<file path="config.mk">
export PLATFORM = sky130hd
export DESIGN_NAME = obbt_cfg
export DESIGN_NICKNAME = d
export VERILOG_FILES = /design/src/sv/obbt_pkg.sv /design/src/sv/obbt_cfg.sv
export SDC_FILE = /design/constraint.sdc
export NUM_CORES = 1
export LEC_CHECK = 0
export BUFFER_PORTS_ARGS = -buffer_cell sky130_fd_sc_hd__buf_2
export CAP_MARGIN = 20
export CORE_MARGIN = 4
export CORE_UTILIZATION = 47
export CTS_BUF_LIST = sky130_fd_sc_hd__clkbuf_8
export CTS_CLUSTER_SIZE = 24
export DETAILED_ROUTE_END_ITERATION = 10
export PLACE_DENSITY_LB_ADDON = 0.15
export SYNTH_ARGS = -nofsm -noshare
export SYNTH_HDL_FRONTEND = slang
export SYNTH_SLANG_ARGS = --single-unit
</file>
<file path="constraint.sdc">
create_clock -name clk -period 0.8 [get_ports clk]
set_clock_uncertainty 0.05 [all_clocks]
set_input_delay 0.08 -clock clk [delete_from_list [all_inputs] [get_ports clk]]
set_output_delay 0.08 -clock clk [all_outputs]
set_load 0.01 [all_outputs]
</file>
<file path="src/sv/obbt_pkg.sv">
// Shared widths, register codes and the configuration struct of the box overlap test.
package obbt_pkg;

	// Field formats
	localparam int CW = 20;              // coordinate width, Q10.10
	localparam int AW = 16;              // axis part width, Q1.14
	localparam int CF = CW / 2;          // coordinate fraction bits
	localparam int AF = AW - 2;          // axis fraction bits
	localparam int TF = 14;              // tolerance fraction bits
	localparam int RW = CW + 2;          // bounding radius width

	// Datapath widths
	localparam int DW   = CW + 1;        // center difference
	localparam int PDW  = DW + AW;       // difference times axis part
	localparam int TSW  = PDW + 2;       // sum of three such products
	localparam int PRW  = 2 * AW;        // axis part product
	localparam int RSW  = PRW + 2;       // dot product of two axes
	localparam int TW   = TSW + 1 - AF;  // rounded projected distance
	localparam int RRW  = RSW + 1 - AF;  // rounded rotation term
	localparam int ABW  = RRW + 1;       // absolute rotation term plus epsilon
	localparam int RRSW = RW + 2;        // radius sum plus epsilon
	localparam int SQW  = 2 * DW;        // squared difference part
	localparam int L2W  = SQW + 2;       // squared distance
	localparam int RR2W = 2 * RRSW;      // squared radius sum
	localparam int PAW  = CW + ABW;      // half-extent times abs rotation
	localparam int PTW  = TW + RRW;      // distance times rotation
	localparam int CMPW = PTW + 3;       // separating test compare width

	// Stream packing
	localparam int OFF_CEN  = 0;
	localparam int OFF_AX0  = 3 * CW;
	localparam int OFF_AX1  = 3 * CW + 3 * AW;
	localparam int OFF_AX2  = 3 * CW + 6 * AW;
	localparam int OFF_HALF = 3 * CW + 9 * AW;
	localparam int OFF_RAD  = 6 * CW + 9 * AW;
	localparam int IN_BITS  = 6 * CW + 9 * AW + RW;
	localparam int IN_TDW   = ((IN_BITS + 7) / 8) * 8;
	localparam int OUT_TDW  = 8;

	// Configuration port
	localparam int CFG_DW = 3 * CW;
	localparam int CFG_IW = 3;

	typedef enum logic [CFG_IW-1:0] {
		REG_A_CENTER = 3'd0,
		REG_A_AXIS0  = 3'd1,
		REG_A_AXIS1  = 3'd2,
		REG_A_AXIS2  = 3'd3,
		REG_A_HALF   = 3'd4,
		REG_A_RADIUS = 3'd5,
		REG_TOL      = 3'd6
	} reg_idx_t;

	typedef struct packed {
		logic [3*CW-1:0]         a_center;
		logic [2:0][3*AW-1:0]    a_axis;
		logic [3*CW-1:0]         a_half;
		logic [RW-1:0]           a_radius;
		logic [TF-1:0]           tol;
	} cfg_t;

endpackage

</file>
<file path="src/sv/obbt_cfg.sv">
// Configuration register file holding reference box A and the tolerance.
module obbt_cfg
	import obbt_pkg::*;
(
	input  logic              clk,
	input  logic              arst_n,
	input  logic              cfg_we,
	input  logic [CFG_IW-1:0] cfg_index,
	input  logic [CFG_DW-1:0] cfg_data,
	output cfg_t              cfg
);

	cfg_t cfg_q;

	// register write decode, unknown indexes dropped
	always_ff @(posedge clk or negedge arst_n) begin
		if (!arst_n) begin
			cfg_q <= '0;
		end else if (cfg_we) begin
			unique case (cfg_index)
				REG_A_CENTER: cfg_q.a_center <= cfg_data[3*CW-1:0];
				REG_A_AXIS0:  cfg_q.a_axis[0] <= cfg_data[3*AW-1:0];
				REG_A_AXIS1:  cfg_q.a_axis[1] <= cfg_data[3*AW-1:0];
				REG_A_AXIS2:  cfg_q.a_axis[2] <= cfg_data[3*AW-1:0];
				REG_A_HALF:   cfg_q.a_half <= cfg_data[3*CW-1:0];
				REG_A_RADIUS: cfg_q.a_radius <= cfg_data[RW-1:0];
				REG_TOL:      cfg_q.tol <= cfg_data[TF-1:0];
				default: ;
			endcase
		end
	end

	assign cfg = cfg_q;

endmodule

</file>
==> results of run 1 <==
-- worst max-delay path by stage --
stage          endpoint  slack, ns
2_1_floorplan  cfg[285]      -0.37
3_3_place_gp   cfg[288]      -0.67
3_5_place_dp   cfg[296]      -0.71
4_1_cts        cfg[230]      -0.56
5_1_grt        cfg[135]      -0.62
6_report       cfg[135]      -0.59
-- cell usage after synthesis --
library cell | number | area [µm²]
dfrtp_1 | 300 | 7510
mux2_2 | 293 | 3300
buf_4 | 14 | 105
buf_2 | 11 | 55.1
mux2_1 | 7 | 78.8
buf_6 | 6 | 67.6
nand4b_1 | 3 | 26.3
and4bb_2 | 2 | 25.0
nor4b_4 | 1 | 23.8
nor4bb_1 | 1 | 10.0
-- routing by layer --
metal | vias up | wire length (µm) | track usage (%)
li1 | 3696 | - | -
met1 | 4632 | 17200 | 35.5
met2 | 435 | 21800 | 48.2
met3 | 122 | 3170 | 7.90
met4 | 0 | 1840 | 10.6
met5 | - | 0 | 0
-- where the power goes --
group	switching, mW	internal, mW
registers	2.61	18.6
logic	6.85	12.2
clock network	6.20	7.09
total	15.7	37.8
-- metrics by stage --
step | hold WS (ns) | setup TNS (ns) | std cells
finish | -0.0925 | -167.29 | 1695
global route | -0.117 | -181.95 | 1695
CTS | -0.114 | -160.13 | 1638
detailed placement | -0.120 | -182.58 | 1389
global placement | -0.117 | -177.03 | 1389
floorplan | -0.266 | -88.36 | 638
-- repair_timing --
| action | 4_1_cts | 5_1_grt |
|---|---|---|
| endpoints found under the hold margin | 600 | 7 |
| pin swaps | 3 | 2 |
| gates cloned | 20 | 5 |
| setup endpoints to repair | 532 | 598 |
| gates resized for setup | 388 | 247 |
| buffers inserted | 85 | 86 |
-- cells by family (layout without fill, tap and decap cells) --
group | count (synthesis) | after routing
muxes | 300 | 300
buffers and inverters | 31 | 769
and+or+nand+nor | 7 | 7
DFF | 300 | 300
-- cell type report --
cell class,count,area [µm²]
fillers,979,3370
flip-flops and latches,300,7510
repair buffers,686,6840
clock inverters,19,78.8
multi-input cells,307,4400
well taps,319,399
clock buffers,64,881
==> results list, run 1 <==
- In this run the worst hold path is classified as primary input to asynchronous set/reset pin.
- DIE WIDTH: 162 µm
- The portion of synthesized area spent on multiplexers is 30.2%.
- IR analysis of the VDD net gives a maximum drop of 1.78 mV.
- Counting every net in the synthesized netlist gives 704.
- The routed design could run at a clock period as short as 1.39 ns.
* Pin count of the biggest net entering global routing: 54
* Count of unique library cells instantiated by Yosys: 10
* Status: finished with violations
- In this run the count of I/O pins placed on the die edge is 366.
- Endpoint required time on the critical path: 0.67 ns
- After clock tree synthesis, the clock-pin slew on the worst setup and hold paths is 0.07 ns.
* Overall power after layout: 53.5 mW
- Max Clock Freq: 721 MHz
- Total power density per cell area: 2660 nW/µm²
* Gate family responsible for the most delay along the worst path: flip-flops
- For the pin with the worst max-slew slack, the measured transition is 0.279 ns.
- Critical Path Most Common Cell: buf_6
- Once layout is done, the placed cells without fillers occupy 20100 µm².
- Sequential elements use 67.0% of the synthesized area.
- The final layout contains routed wiring with a total length of 44.0 mm.
- Placed instance area: 14400 µm²
* RSZ-0062 raised after global routing: true
- GRT Overall Usage: 28.6%
* Xor/xnor share of the synthesized area: 0%
- Number of antenna violations at the first check in global routing: 0
- Effective utilization at floorplan: 47.7%
- The library cell used most frequently in the layout, excluding fill and tap cells, is dfrtp_1.
- The worst setup path is launched from a flip-flop.
- Largest fanout of any net on the critical path: 2
* TritonCTS clock tree: done
* Synthesized netlist cell count: 638
- The number of hold-slack violations in the final timing report is 7.
- Max-slew headroom at the worst pin: 81.4%
* CP Cell Sequence: buf_6 -> buf_6
- In the post-route analysis, the smallest setup slack over all paths is -0.588 ns.
- The worst register-to-register path has a depth of 3.
- In the final layout, the share of cells above drive strength 1 is 72.5%.
* Via count of the first global-routing pass: 9422
- At the placement stage, the worst setup path has a slack of -0.708 ns.
* Row count: 56
- Final Max Slew Viols: 0
* Adder and majority cell fraction of the synthesized area: 0%
- Combinational family with the most area after synthesis: multiplexers
* Wirelength per Cell: 26.0 µm
- Arrival time at the worst endpoint: 1.26 ns
- Reg-to-reg slack, setup: -0.26 ns
- Reg2Reg Capture Point: cfg[177]
- Post-synthesis compound-gate area fraction: 0%
- Flip-flop count of the largest register, all copies and words added: 300
* Clk Latency, worst-skew pair: 0.54 ns
- Placed wire-length estimate: 21.2 mm
- The detailed router finished its first iteration with 455 violations.
- Detail Route Antenna Nets: 0
- Crit path capture type: primary output
- Counting the buffers created by CTS gives 49.
- In the routed design, unresolved DRC markers number 0.
- Maximum cell stage delay along the critical path: 0.44 ns
* RR Startpoint: cfg[177]
- H-tree Lvls: 2
- Final worst-path cycle share: 173%
- The final route contains 8885 vias.
- Die Area: 26400 µm²
* GPL Wtd Cong: 0.765
* Post-layout net count: 1410
- The top cell types in the final layout, fill and taps aside, are dfrtp_1 (300), buf_6 (293), mux2_4 (244), buf_2 (183), buf_4 (80).
* Quantity of I/O buffers inserted on ports: 365
- Post-synthesis sequential element count: 300
- Slowest stage cell, crit path: dfrtp_1
- The worst setup path is of the flip-flop to primary output kind.
- On the final layout, the worst hold slack is -0.0925 ns.
- CTS sink cnt: 300
- Together, buffers and inverters on the worst path number 2.
- The tool flagged a number of max-cap violations equal to 0.
- Summing every instance area after synthesis gives 11200 µm².
- The repair_antennas step left the layout with diodes totalling 0.
- Final Setup Violations: 595
- Using the TritonRoute via totals, the vias-per-cell ratio works out to 5.24.
- First element of the critical path: cfg[135]
- The floorplan step defined a core boundary enclosing 23500 µm².
* Average instance area after synthesis: 17.6 µm²
- In this run the vertical extent of the chip is 162 µm.
- The area growth from synthesis to layout is 79.5%.
* Stages on the worst setup path: 2
- The tree is rooted in a clkbuf_8.
- Fraction of the mapped netlist area in simple logic gates: 0.760%
- Cells fill 85.6% of the core in the end.
* Hold buffers post-CTS: 61
- LEAKAGE: 10.0 nW
- Global routing finished with a remaining overflow of 0.
- Violations in the final reports: negative hold slack, negative setup slack
* Bufs on Longest Clock Path: 3
- First-pass GRT wire length: 57.5 mm
- Syn. warnings: 0
- The first detailed-routing pass ran for 5 iterations.
Note: power is estimated with default switching activity, not from simulation.
==> run 2, diff against run 1 <==
--- a/config.mk
+++ b/config.mk
@@ -7,8 +7,9 @@
 export LEC_CHECK = 0
 export BUFFER_PORTS_ARGS = -buffer_cell sky130_fd_sc_hd__buf_2
 export CAP_MARGIN = 20
+export CORE_ASPECT_RATIO = 0.5
 export CORE_MARGIN = 4
-export CORE_UTILIZATION = 47
+export CORE_UTILIZATION = 40
 export CTS_BUF_LIST = sky130_fd_sc_hd__clkbuf_8
 export CTS_CLUSTER_SIZE = 24
 export DETAILED_ROUTE_END_ITERATION = 10
==> run 2 against run 1 <==
  * The run still ends with negative hold slack, negative setup slack left
  * Critical endpoint is now cfg[275]
  * Global-route usage fell by 5.4 points
  * Count of clock-buffer cells in the layout down 6
  * Die area grew 17%
  * Flip-flop and latch count unchanged
  * First-iteration DRC count is 21% lower
  * Critical path depth did not move
  * Worst setup slack improved by 0.046 ns
  * Highest routed layer unchanged
  * Hold slack better by 0.064 ns
  * Critical path type unchanged
  * Via count is 5.4% lower
  * Largest cell class unchanged
  * Maximum frequency is 3.4% higher
  * Largest power group unchanged
  * Cell count rose by 1.7%
  * Core utilization shrank 12 points
==> results list, run 2 (same netlist as run 1, synthesis figures left out) <==
- Status: finished with violations (unchanged).
* Violations in the final reports: negative hold slack, negative setup slack (unchanged)
- Bufs on Longest Clock Path: 3 (unchanged)
* Number of violations of the max-capacitance limit: 0 (unchanged)
- The largest incremental delay on the critical path was 0.42 ns (was 0.44 ns).
* Crit path capture type: primary output (unchanged)
* Most common cell after layout, fill and taps aside: buf_6 (was dfrtp_1)
- The maximum number of pins on one net before global-route repair came to 42 (was 54).
* Critical Path Most Common Cell: buf_6 (unchanged)
- Clock transition time at the flip-flop clock pins of the worst setup and hold paths: 0.07 ns (about the same)
- The number of nets in the final layout was 1385 (was 1410).
- Final worst-path cycle share: 168% (was 173%)
- RSZ-0062 raised after global routing: true (unchanged).
- GPL Wtd Cong: 0.792 (was 0.765)
- The category of the critical setup timing path was flip-flop to primary output (unchanged).
- Final-report hold violation count: 13 (was 7)
- The post-detailed-routing wire length is 40.6 mm (was 44.0 mm).
- The flip-flop count of the largest register after layout was 300 (unchanged).
- GR Overflow Total: 0 (unchanged)
- The smallest setup slack after layout is -0.542 ns (was -0.588 ns).
* Ports placed on the boundary: 366 (unchanged)
- The number of buffers inserted for hold repair after clock tree synthesis came to 61 (unchanged).
- The total power divided by cell area was 2630 nW/µm² (was 2660 nW/µm²).
- Die boundary height: 126 µm (was 162 µm)
- CTS Buf Count: 43 (was 49)
- Detail Route Antenna Nets: 0 (unchanged)
* Placed wire-length estimate: 22.4 mm (was 21.2 mm)
- Clk Latency, worst-skew pair: 0.54 ns (about the same)
* Final design utilization: 73.9% (was 85.6%)
- The count of routing violations after the opening detailed-route iteration came to 360 (was 455).
- Number of antenna violations at the first check in global routing: 0 (unchanged)
- The level count of the clock H-tree is 2 (unchanged).
- Worst hold margin: -0.0286 ns (was -0.0925 ns)
- The CTS tree is done (unchanged).
- Multi-input gate area: 4390 µm² (was 4400 µm²)
- The area enclosed by the die boundary is 30900 µm² (was 26400 µm²).
- The kind of launch point of the worst setup path is a flip-flop (unchanged).
- The layout overhead on the synthesized area came to 78.2% (was 79.5%).
- First-pass GRT wire length: 55.5 mm (was 57.5 mm)
* Final Max Slew Viols: 0 (unchanged)
* Largest fanout of any net on the critical path: 2 (unchanged)
- The count of final setup violators came to 588 (was 595).
- Top library cells by usage in the layout, fill and taps aside: buf_6 (326), dfrtp_1 (300), mux2_4 (240), buf_2 (186), dlygate4sd3_1 (61) (was dfrtp_1 (300), buf_6 (293), mux2_4 (244), buf_2 (183), buf_4 (80))
* Endpoint required time on the critical path: 0.67 ns (about the same)
* Layout cells sized above 1: 72.1% (was 72.5%)
- The via count of the first global-routing pass was 9202 (was 9422).
- The clock period minus final worst setup slack came to 1.34 ns (was 1.39 ns).
- Number of vias per cell: 4.88 (was 5.24)
- The non-filler instance count after layout is 1723 (was 1695).
- The total core area was 27000 µm² (was 23500 µm²).
* Worst Setup Slack post-DPL: -0.706 ns (was -0.708 ns)
* Path category of the worst min-delay check: primary input to asynchronous set/reset pin (unchanged)
- Arrival time at the worst endpoint: 1.21 ns (was 1.26 ns)
- The area taken by flip-flops and latches is 7510 µm² (unchanged).
- Wirelength per Cell: 23.6 µm (was 26.0 µm)
* Worst Max-Slew Pin Slew: 0.366 ns (was 0.279 ns)
- The total number of vias was 8401 (was 8885).
- Antenna diode count: 0 (unchanged)
- Effective utilization at floorplan: 41.5% (was 47.7%)
* CP Cell Sequence: buf_6 -> buf_6 (unchanged)
* DIE WIDTH: 245 µm (was 162 µm)
- The worst IR drop on VDD came to 1.42 mV (was 1.78 mV).
- LEAKAGE: 9.93 nW (was 10.0 nW)
- The number of sinks driven by the clock tree came to 300 (unchanged).
* Length of the first detailed-routing pass in iterations: 4 (was 5)
- Max-slew headroom at the worst pin: 75.6% (was 81.4%)
- The count of fill cells added during filler insertion is 1681 (was 979).
- The cell count after placement came to 1444 (was 1389).
- Row count: 42 (was 56)
- The total global routing track utilization came to 23.1% (was 28.6%).
- The residual DRC count came to 0 (unchanged).
- The root buffer cell is clkbuf_8 (unchanged).
- Slowest stage cell, crit path: dfrtp_1 (unchanged)
- Quantity of I/O buffers inserted on ports: 365 (unchanged)
* Max Clock Freq: 745 MHz (was 721 MHz)
run 2: cell type report:
type	instances	share of cell area [%]
Sequential cell	300	37.6
Timing Repair Buffer	667	33.6
Multi-Input combinational cell	307	22.0
Clock buffer	58	4.00
Tap cell	374	2.34
Clock inverter	17	0.470
run 2: critical path, delay by kind of cell, from the launching register on:
| kind | cells | cell delay [ns] |
|---|---|---|
| DFF | 1 | 0.42 |
| buffers and inverters | 2 | 0.24 |
run 2: worst paths after layout:
| check | start | endpoint | slack, ns | cells after the start |
|---|---|---|---|---|
| max reg2reg | cfg[123] | cfg[123] | -0.27 | 3 |
| min reg2reg | cfg[108] | cfg[108] | 0.45 | 1 |
| max in group asynchronous | arst_n | cfg[255] | 0.15 | 3 |
| min | arst_n | cfg[9] | -0.03 | 2 |
| max | cfg[275] | cfg[275] | -0.54 | 2 |
| min in group clk | cfg_we | cfg[7] | 0.14 | 4 |
run 2: report_power, final:
| group | internal (mW) | total (mW) | switching [mW] |
|---|---|---|---|
| Sequential | 18.5 | 21.0 | 2.50 |
| Clock | 6.76 | 12.7 | 5.93 |
| Combinational | 12.1 | 18.7 | 6.54 |
run 2: what timing repair did:
item	in CTS	in global routing
endpoints found under the hold margin	600	16
resized for setup	350	278
cloned	16	8
buffers inserted	81	74
pin swaps	3	4
setup endpoints to repair	512	599
run 2: layer usage:
metal / routed length (µm) / GRT usage, % / vias up / share of wire [%]
met1: 16400 / 28.1 / 4429 / 40
met2: 20800 / 40.7 / 250 / 51
met3: 1660 / 4.64 / 94 / 4.1
li1: - / - / 3628 / -
met5: 0 / 0 / - / 0
met4: 1660 / 9.65 / 0 / 4.1
run 2: per-stage QoR:
step / power (mW) / area (µm²) / TNS (ns)
6_report: 52.4 / 20000 / -162.80
5_1_grt: 54.5 / 20000 / -181.22
4_1_cts: 49.4 / 18500 / -154.24
3_5_place_dp: 31.9 / 14400 / -179.89
3_3_place_gp: 31.6 / 14400 / -174.19
2_1_floorplan: 25.4 / 11400 / -88.36
==> run 3, diff against run 2 <==
--- a/config.mk
+++ b/config.mk
@@ -13,7 +13,8 @@
 export CTS_BUF_LIST = sky130_fd_sc_hd__clkbuf_8
 export CTS_CLUSTER_SIZE = 24
 export DETAILED_ROUTE_END_ITERATION = 10
-export PLACE_DENSITY_LB_ADDON = 0.15
+export PLACE_DENSITY = 0.78
+export RECOVER_POWER = 50
 export SYNTH_ARGS = -nofsm -noshare
 export SYNTH_HDL_FRONTEND = slang
 export SYNTH_SLANG_ARGS = --single-unit
==> run 3 against run 2 <==
  * Power grew 7.0%
  * Via count increased by 13%
  * Critical path type unchanged
  * Worst setup slack got worse by 0.065 ns
  * Global-route usage is 4.5 points higher
  * Hold slack improved by 0.026 ns
  * Largest power group unchanged
  * The run still ends with negative hold slack, negative setup slack left
  * Critical path depth stayed put
  * Cell count grew 3.6%
  * Flip-flop and latch count is the same
==> results list, run 3 (same netlist as run 1, synthesis figures left out) <==
- Status: finished with violations (unchanged)
- Violations in the final reports: negative hold slack, negative setup slack (unchanged)
- Via count: 9505 (was 8401)
- The average via count per standard cell was 5.32 (was 4.88).
- Clk Latency, worst-skew pair: 0.58 ns (was 0.54 ns)
- The number of hold-slack violations in the final timing report was 1 (was 13).
- DRC viols: 0 (unchanged)
* Worst Max-Slew Pin Slew: 0.580 ns (was 0.366 ns)
- The layout overhead on the synthesized area is 84.8% (was 78.2%).
- Startpoint type of the worst setup path: flip-flop (unchanged)
- The CTS tree is done (unchanged).
* Row count: 42 (unchanged)
- Initial DRC Count: 739 (was 360)
* Max-slew headroom at the worst pin: 61.3% (was 75.6%)
- The number of maximum-capacitance constraint violations is 0 (unchanged).
* Total power density per cell area: 2710 nW/µm² (was 2630 nW/µm²)
- Endpoint required time on the critical path: 0.67 ns (about the same)
* GPL Wtd Cong: 0.812 (was 0.792)
- The count of input and output buffers came to 365 (unchanged).
- Setup_tns: -187.10 ns (was -162.80 ns)
- Arrival time at the worst endpoint: 1.28 ns (was 1.21 ns)
- Register share of total power: 38.4% (was 40.2%)
* Placeable Area: 27000 µm² (unchanged)
- The number of buffers inserted for hold repair after clock tree synthesis was 62 (was 61).
- The fraction of power consumed by combinational cells is 37.1% (was 35.6%).
- Clock transition time at the flip-flop clock pins of the worst setup and hold paths: 0.09 ns (was 0.07 ns)
- Worst hold margin: -0.00248 ns (was -0.0286 ns)
- Via count of the first global-routing pass: 10200 (was 9202)
* Wire length the detailed router placed on met1: 19.4 mm (was 16.4 mm)
- RSZ-0062 raised after global routing: true (unchanged).
- Final worst-path cycle share: 176% (was 168%)
* Int Pwr: 38.8 mW (was 37.4 mW)
* Path category of the worst min-delay check: primary input to asynchronous set/reset pin (unchanged)
* GRT Overall Usage: 27.6% (was 23.1%)
- Multi-input gate area: 4350 µm² (was 4390 µm²)
- Final worst path period need: 1.41 ns (was 1.34 ns)
- The leakage component of the power was 10.3 nW (was 9.93 nW).
- The number of I/O pins came to 366 (unchanged).
- First-pass GRT wire length: 64.7 mm (was 55.5 mm)
- The post-detailed-routing wire length came to 51.7 mm (was 40.6 mm).
- The non-filler instance count after layout came to 1785 (was 1723).
- The count of TritonRoute iterations in the first routing pass is 5 (was 4).
* Bufs on Longest Clock Path: 3 (unchanged)
- Switching power: 17.2 mW (was 15.0 mW)
- The achievable frequency is 711 MHz (was 745 MHz).
* Die Area: 30900 µm² (unchanged)
- Layout cells sized above 1: 73.7% (was 72.1%)
- Top library cells by usage in the layout, fill and taps aside: buf_6 (375), dfrtp_1 (300), mux2_4 (231), buf_2 (182), mux2_2 (69) (was buf_6 (326), dfrtp_1 (300), mux2_4 (240), buf_2 (186), dlygate4sd3_1 (61)).
* Detail Route Antenna Nets: 0 (unchanged)
- Overall power after layout: 56.0 mW (was 52.4 mW)
- Number of antenna violations at the first check in global routing: 2 (was 0)
- Effective utilization at floorplan: 41.5% (unchanged)
- The total placed instance area came to 14400 µm² (about the same).
- Most common cell after layout, fill and taps aside: buf_6 (unchanged)
- Flip-flop count of the largest register, all copies and words added: 300 (unchanged)
- WL met2: 25.7 mm (was 20.8 mm)
- Largest fanout of any net on the critical path: 2 (unchanged)
- The die boundary width came to 245 µm (unchanged).
- The number of nets in the final layout came to 1447 (was 1385).
- The element type at the critical path end is a primary output (unchanged).
- H-tree Lvls: 2 (unchanged)
* Placed wire-length estimate: 22.9 mm (was 22.4 mm)
- The cell count after placement came to 1445 (was 1444).
* Switching portion of total power: 30.7% (was 28.6%)
* Flip-flop and latch area: 7510 µm² (unchanged)
* Post-Layout Inst Area: 20700 µm² (was 20000 µm²)
- Met3 routed WL: 3.04 mm (was 1.66 mm)
- The top routing layer in use was met5 (was met4).
* Root Driver: clkbuf_8 (unchanged)
- Fill cell total of the finished layout: 1366 (was 1681)
* CTS Buf Count: 43 (unchanged)
- Final Max Slew Viols: 0 (unchanged)
- The smallest setup slack after layout is -0.607 ns (was -0.542 ns).
- The die height came to 126 µm (unchanged).
- GR Overflow Total: 0 (unchanged)
- CTS sink cnt: 300 (unchanged)
- Worst-case vdd ir drop: 1.54 mV (was 1.42 mV)
- The category of the critical setup timing path is flip-flop to primary output (unchanged).
- Pin count of the biggest net entering global routing: 61 (was 42)
* Final Setup Violations: 750 (was 588)
* Part of the total power dissipated in the clock network: 24.4% (was 24.2%)
- The wire length per cell after detailed routing is 28.9 µm (was 23.6 µm).
-- run 3: worst paths after layout --
check,slack [ns],endpoint,cells past startpoint,startpoint
max,-0.61,cfg[15],2,cfg[15]
min,-0.002,cfg[197],2,arst_n
max reg2reg,-0.33,cfg[124],3,cfg[124]
min reg2reg,0.45,cfg[113],1,cfg[113]
max in group asynchronous,-0.16,cfg[144],4,arst_n
min in group clk,0.12,cfg[245],5,cfg_index[0]
-- run 3: timing repair --
item                                    in CTS  in global routing
endpoints found under the setup margin     523                605
pin swaps                                    4                  1
resized for setup                          398                307
cloned                                      21                  5
buffers inserted                           104                125
endpoints found under the hold margin      600                  6
-- run 3: layer usage --
metal	track usage, %	up-vias
met4	14.9	2
met1	32.2	4982
li1	-	3771
met2	48.6	537
met3	5.71	213
met5	0	-
-- run 3: final cells by class --
class | count | share of cell area (%)
diodes | 1 | 0.0121
well taps | 374 | 2.26
multi-input cells | 307 | 21.0
flip-flops and latches | 300 | 36.3
repair buffers | 729 | 35.9
clock inverters | 16 | 0.629
clock buffers | 58 | 3.86
-- run 3: worst max-delay path, cell delays in order, from the launching register on --
cell	delay, ns
dfrtp_1	0.43
buf_6	0.13
buf_6	0.11
-- run 3: stage by stage --
step                      worst slack [ns]  hold slack, ns  util (%)
after floorplan                     -0.368          -0.266         -
after global placement              -0.652          -0.131      53.4
after detailed placement            -0.718          -0.132      53.4
after CTS                           -0.588         0.00834      70.4
after global routing                -0.633        -0.00369      76.6
final                               -0.607        -0.00248      76.6
-- run 3: power by group through the flow --
stage	Combinational, mW	Clock, mW	Sequential (mW)
2_1_floorplan	3.37	0	22.0
3_3_place_gp	11.3	0	20.3
3_5_place_dp	11.6	0	20.5
4_1_cts	16.5	13.4	20.6
5_1_grt	21.4	14.5	21.8
6_report	20.8	13.7	21.5
